### config.mk
export PLATFORM = sky130hd
export DESIGN_NAME = pmu_alpha
export DESIGN_NICKNAME = d
export VERILOG_FILES = /design/src/pmu_pkg.sv /design/src/pmu_alpha.sv
export SDC_FILE = /design/constraint.sdc
export NUM_CORES = 2
export LEC_CHECK = 0
export BUFFER_PORTS_ARGS = -buffer_cell sky130_fd_sc_hd__buf_4
export CORE_ASPECT_RATIO = 0.7
export CORE_MARGIN = 4
export CORE_UTILIZATION = 45
export CTS_BUF_LIST = sky130_fd_sc_hd__clkbuf_4 sky130_fd_sc_hd__clkbuf_8 sky130_fd_sc_hd__clkbuf_16
export DETAILED_ROUTE_END_ITERATION = 7
export PLACE_DENSITY_LB_ADDON = 0.1
export SYNTH_ARGS = -nofsm -noshare
export SYNTH_HDL_FRONTEND = slang
export SYNTH_SLANG_ARGS = --single-unit
### constraint.sdc
create_clock -name clock -period 4.3 [get_ports clock]
set_clock_uncertainty 0.15 [all_clocks]
set_input_delay 0.43 -clock clock [delete_from_list [all_inputs] [get_ports clock]]
set_output_delay 0.43 -clock clock [all_outputs]
set_load 0.02 [all_outputs]
### src/pmu_pkg.sv
// Package for the particle motion update core.
// Holds the payload structs, pipeline depth constants and the saturation helper.
package pmu_pkg;

   localparam int ALPHA_BITS = 17;
   localparam int DIV_STAGES = 17;
   localparam int PIPE_DEPTH = DIV_STAGES + 1;
   localparam int MOTION_STAGES = 4;

   typedef struct packed {
      logic signed [31:0] pos_x;
      logic signed [31:0] pos_y;
      logic signed [31:0] vel_x;
      logic signed [31:0] vel_y;
      logic [31:0] life_span;
      logic [31:0] age;
      logic [ALPHA_BITS-1:0] alpha_in;
      logic [15:0] dt;
   } req_type;

   typedef struct packed {
      logic signed [31:0] new_pos_x;
      logic signed [31:0] new_pos_y;
      logic signed [31:0] new_vel_x;
      logic signed [31:0] new_vel_y;
      logic [31:0] new_age;
      logic [ALPHA_BITS-1:0] alpha_out;
      logic dead;
   } rsp_type;

   localparam logic signed [63:0] SAT_MAX = 64'sd2147483647;
   localparam logic signed [63:0] SAT_MIN = -64'sd2147483648;

   function automatic logic signed [31:0] sat32(input logic signed [63:0] v);
      logic signed [31:0] r;
      if (v > SAT_MAX) r = 32'sh7FFFFFFF;
      else if (v < SAT_MIN) r = 32'sh80000000;
      else r = v[31:0];
      return r;
   endfunction

endpackage

### src/pmu_alpha.sv
// Opacity, age and expiry pipeline of the particle motion update core.
// Depends on pmu_pkg; a restoring divider that resolves one quotient bit per stage.
module pmu_alpha (
   input  logic clock,
   input  logic en,
   input  logic [31:0] life_span,
   input  logic [31:0] age,
   input  logic [pmu_pkg::ALPHA_BITS-1:0] alpha_in,
   input  logic [15:0] dt,
   output logic [31:0] new_age,
   output logic [pmu_pkg::ALPHA_BITS-1:0] alpha_out,
   output logic dead
);
   localparam int N = pmu_pkg::DIV_STAGES;
   localparam int AB = pmu_pkg::ALPHA_BITS;
   localparam logic [AB-1:0] ALPHA_ONE = AB'(65536);

   logic [32:0] rem_ff [0:N];
   logic [31:0] div_ff [0:N];
   logic [AB-1:0] quo_ff [0:N];
   logic [AB-1:0] fix_ff [0:N];
   logic use_fix_ff [0:N];
   logic [31:0] age_ff [0:N];
   logic dead_ff [0:N];
   logic [32:0] age_sum;
   logic [AB-1:0] fix_in;
   logic expired;

   always_comb begin
      expired = age >= life_span;
      age_sum = {1'b0, age} + 33'(dt);
      if (life_span == '0) fix_in = (alpha_in > ALPHA_ONE) ? ALPHA_ONE : alpha_in;
      else fix_in = '0;
   end

   always_ff @(posedge clock) begin
      if (en) begin
         rem_ff[0] <= {1'b0, life_span - age};
         div_ff[0] <= life_span;
         quo_ff[0] <= '0;
         fix_ff[0] <= fix_in;
         use_fix_ff[0] <= expired;
         dead_ff[0] <= expired;
         if (expired) age_ff[0] <= age;
         else age_ff[0] <= age_sum[32] ? 32'hFFFFFFFF : age_sum[31:0];
      end
   end

   for (genvar k = 0; k < N; k++) begin : g_div
      logic [32:0] r_sh, r_sub;
      logic take;
      always_comb begin
         r_sh = (k == 0) ? rem_ff[k] : {rem_ff[k][31:0], 1'b0};
         take = r_sh >= {1'b0, div_ff[k]};
         r_sub = take ? r_sh - {1'b0, div_ff[k]} : r_sh;
      end
      always_ff @(posedge clock) begin
         if (en) begin
            rem_ff[k+1] <= r_sub;
            div_ff[k+1] <= div_ff[k];
            quo_ff[k+1] <= {quo_ff[k][AB-2:0], take};
            fix_ff[k+1] <= fix_ff[k];
            use_fix_ff[k+1] <= use_fix_ff[k];
            age_ff[k+1] <= age_ff[k];
            dead_ff[k+1] <= dead_ff[k];
         end
      end
   end

   assign new_age = age_ff[N];
   assign dead = dead_ff[N];
   assign alpha_out = use_fix_ff[N] ? fix_ff[N] : quo_ff[N];
endmodule

==> flow_summary.json <==
{
  "status": "completed",
  "worstPathRequired_ps": 4760,
  "hold_class": "input port to flip-flop",
  "tightest_slew_ps": 812,
  "synth_seq_area_share_pct": 63.3,
  "crit_top_cell": "o21ai_2",
  "holdPathStages": 4,
  "wl_microns": 236000,
  "slew_headroom_pct": 44.5,
  "synth.distinct_cells": 94,
  "power_w": 0.0812,
  "reg2reg_depth": 13,
  "num_rows": 145,
  "async_flop_share_pct": 0,
  "die_x_microns": 576,
  "yosysWarningCount": 0,
  "timing_worst_setup_path_type": "flip-flop to flip-flop",
  "slew_violations": 0,
  "slowest_stage": "o41a_1",
  "first_global_vias": 59100,
  "synth_fp_nets": 8436,
  "viasPerCell": 5.42,
  "dp_hpwl_microns": 176000,
  "cts_buffers": 213,
  "cts_root_buffer": "clkbuf_16",
  "setup_viol": 0,
  "synth_edf_count": 2141,
  "coreArea_sq_um": 224000,
  "wire_per_inst_microns": 20.7,
  "io_buffer_count": 148,
  "yosysTopAreaCellShare_pct": 63.3,
  "synthTopCellsByArea": "edfxtp_1 (63%), ha_1 (7.3%), inv_1 (2.7%)",
  "place.gp.congestion": 0.913,
  "rr_startpoint": "rem_ff[1][4]",
  "die_h_microns": 406,
  "cts_sinks": 2141,
  "fin_nets": 8912,
  "ir_drop_mv": 0.425,
  "vias": 61700,
  "drv_cap": 0,
  "fin_crit_sh_pct": 97.5,
  "grt_pass1_wl_microns": 359000,
  "ys.flop_type": "edfxtp_1",
  "endpoint_kind": "flip-flop",
  "r2r_setup_slack_ps": 110,
  "critPathArrivalTime_ps": 4650,
  "htreeDepth": 4,
  "drtIter0Drc": 6183,
  "drive_gt1_share_pct": 12.1,
  "io_pins": 149,
  "layout_commonest_cell": "edfxtp_1",
  "hold-path-endpoint": "age_ff[0][8]",
  "overflow": 0,
  "power_density_nw_per_um2": 700,
  "synth_top_cell_by_area": "edfxtp_1",
  "grt_setup_unrepaired": "no",
  "tritoncts": "yes",
  "seq_area_sq_um": 64300,
  "clock.fmax_mhz": 238,
  "utilization_pct": 51.8,
  "synth_area_per_cell_sq_um": 13.2,
  "drtAntennaViolNets": 0,
  "r2r_end": "rem_ff[2][4]",
  "multi_input_area_sq_um": 34100,
  "grt_max_degree": 140,
  "fill_cells": 19200,
  "crit_chain": "ha_1, and4_1, o21a_1, o41a_1, a221o_1, a21boi_2, o21ai_2, a221oi_4, o21ai_2, a31oi_2, o21a_2, buf_12, mux2_2",
  "clock_latency_ps": 870,
  "power.leakage_nw": 45.6,
  "dieArea_sq_um": 234000,
  "path_clk_slew_ps": 70,
  "hp-start": "dt[8]",
  "syn_area_sq_um": 102000,
  "cpPeakStageDelay_ps": 450,
  "groute.usage.overall_pct": 19.8,
  "drc": 0,
  "ys_seq_elements": 2141,
  "grt_antenna_before_repair": 20,
  "start_util_pct": 45.4,
  "min_period_ps": 4190,
  "drt-pass1-iter-count": 6,
  "critPathMaxFanout": 12,
  "crit_path_start_kind": "flip-flop",
  "syn_inst": 7728,
  "hold_viol": 0,
  "layout_common_cells": "edfxtp_1 (2141), inv_1 (722), ha_1 (590), a21oi_1 (513), o21ai_0 (463)",
  "area_delta_synth_final_pct": 14.1,
  "whs_ps": 71.5,
  "clockBufferDepth": 4
}
## area by class of cell
cell class / instances / share of cell area (%)
diodes: 9 / 0.0194
clock buffers: 246 / 4.81
clock inverters: 137 / 1.38
inverters: 723 / 2.34
multi-input cells: 4706 / 29.4
flip-flops and latches: 2141 / 55.4
well taps: 3013 / 3.25
repair buffers: 419 / 3.32
## metal layers
metal / up-vias / GRT usage, % / routed length (microns) / part of all wire [%]
met3: 258 / 4.08 / 17000 / 7.2
met4: 8 / 3.36 / 3370 / 1.4
met1: 30100 / 32.0 / 121000 / 51
met5: - / 0 / 47 / 0.020
met2: 1600 / 27.5 / 95300 / 40
li1: 29800 / - / - / -
## synthesized netlist by cell type, drive strengths merged, types with 25 or more instances
library cell and number:
xor2 166, xnor2 303, and2 39, o21ai 481
nor3 90, nand4 102, edfxtp 2141, o21bai 75
a21oi 516, nand3 97, nand2b 96, a211oi 59
buf 29, inv 723, a21o 318, and3 42
ha 591, a31oi 53, nor2 384, o21a 79
nor4 33, nand2 433, clkbuf 127, o31ai 48
nor2b 93, mux2 245, o211ai 25
## worst max-delay path, delay by kind of cell (launching register included)
kind	cells	cell delay, ps
compound gates	9	2230
flops	1	390
fa+ha+maj	1	370
mux	1	350
simple gates	1	250
buf+inv	1	200
## power by group
| part | leakage, nW | internal, W | switching (W) |
|---|---|---|---|
| combinational | 21.1 | 0.0136 | 0.0173 |
| sequential | 21.0 | 0.0285 | 0.00260 |
| clock | 3.51 | 0.0111 | 0.00800 |
## state kept, by name, indices dropped and copies added (netlist names)
register and flops:
use_fix_ff 6, rem_ff 544, age_ff 576, quo_ff 153
dead_ff 12, div_ff 544, fix_ff 306
## through the flow
step | area, sq um | setup TNS, ps | setup WS [ps] | std cells
floorplan | 102000 | 0 | 543 | 7728
global placement | 108000 | -68.5 | -68.5 | 10900
detailed placement | 108000 | 0 | 34.2 | 10900
CTS | 116000 | 0 | 12.7 | 11400
global route | 116000 | 0 | 12.0 | 11400
finish | 116000 | 0 | 107 | 11400
## worst max-delay path by stage
stage          cells past startpoint       endpoint    startpoint  slack [ps]
6_report                          13   rem_ff[2][4]  rem_ff[1][4]         110
3_3_place_gp                      14  rem_ff[3][30]  rem_ff[2][0]         -70
2_1_floorplan                     14  rem_ff[2][10]  rem_ff[1][3]         540
5_1_grt                           13  rem_ff[6][19]  div_ff[5][1]          10
4_1_cts                           14  rem_ff[3][30]  rem_ff[2][0]          10
3_5_place_dp                      14  rem_ff[3][30]  rem_ff[2][0]          30
## what timing repair did
item | 4_1_cts | 5_1_grt
hold buffers | 93 | 0
endpoints found under the setup margin | 0 | 127
endpoints found under the hold margin | 177 | 0
setup buffers | 0 | 4
gates resized for setup | 0 | 22
## cell families after synthesis
| logic type | Yosys count | synth area share (%) |
|---|---|---|
| fa+ha+maj | 609 | 7.63 |
| buf+inv | 881 | 3.38 |
| flops | 2141 | 63.3 |
| compound gates | 1868 | 11.6 |
| xor+xnor | 469 | 4.04 |
| mux | 256 | 2.92 |
| simple gates | 1504 | 7.13 |
Power figures use the tool's default switching activity.
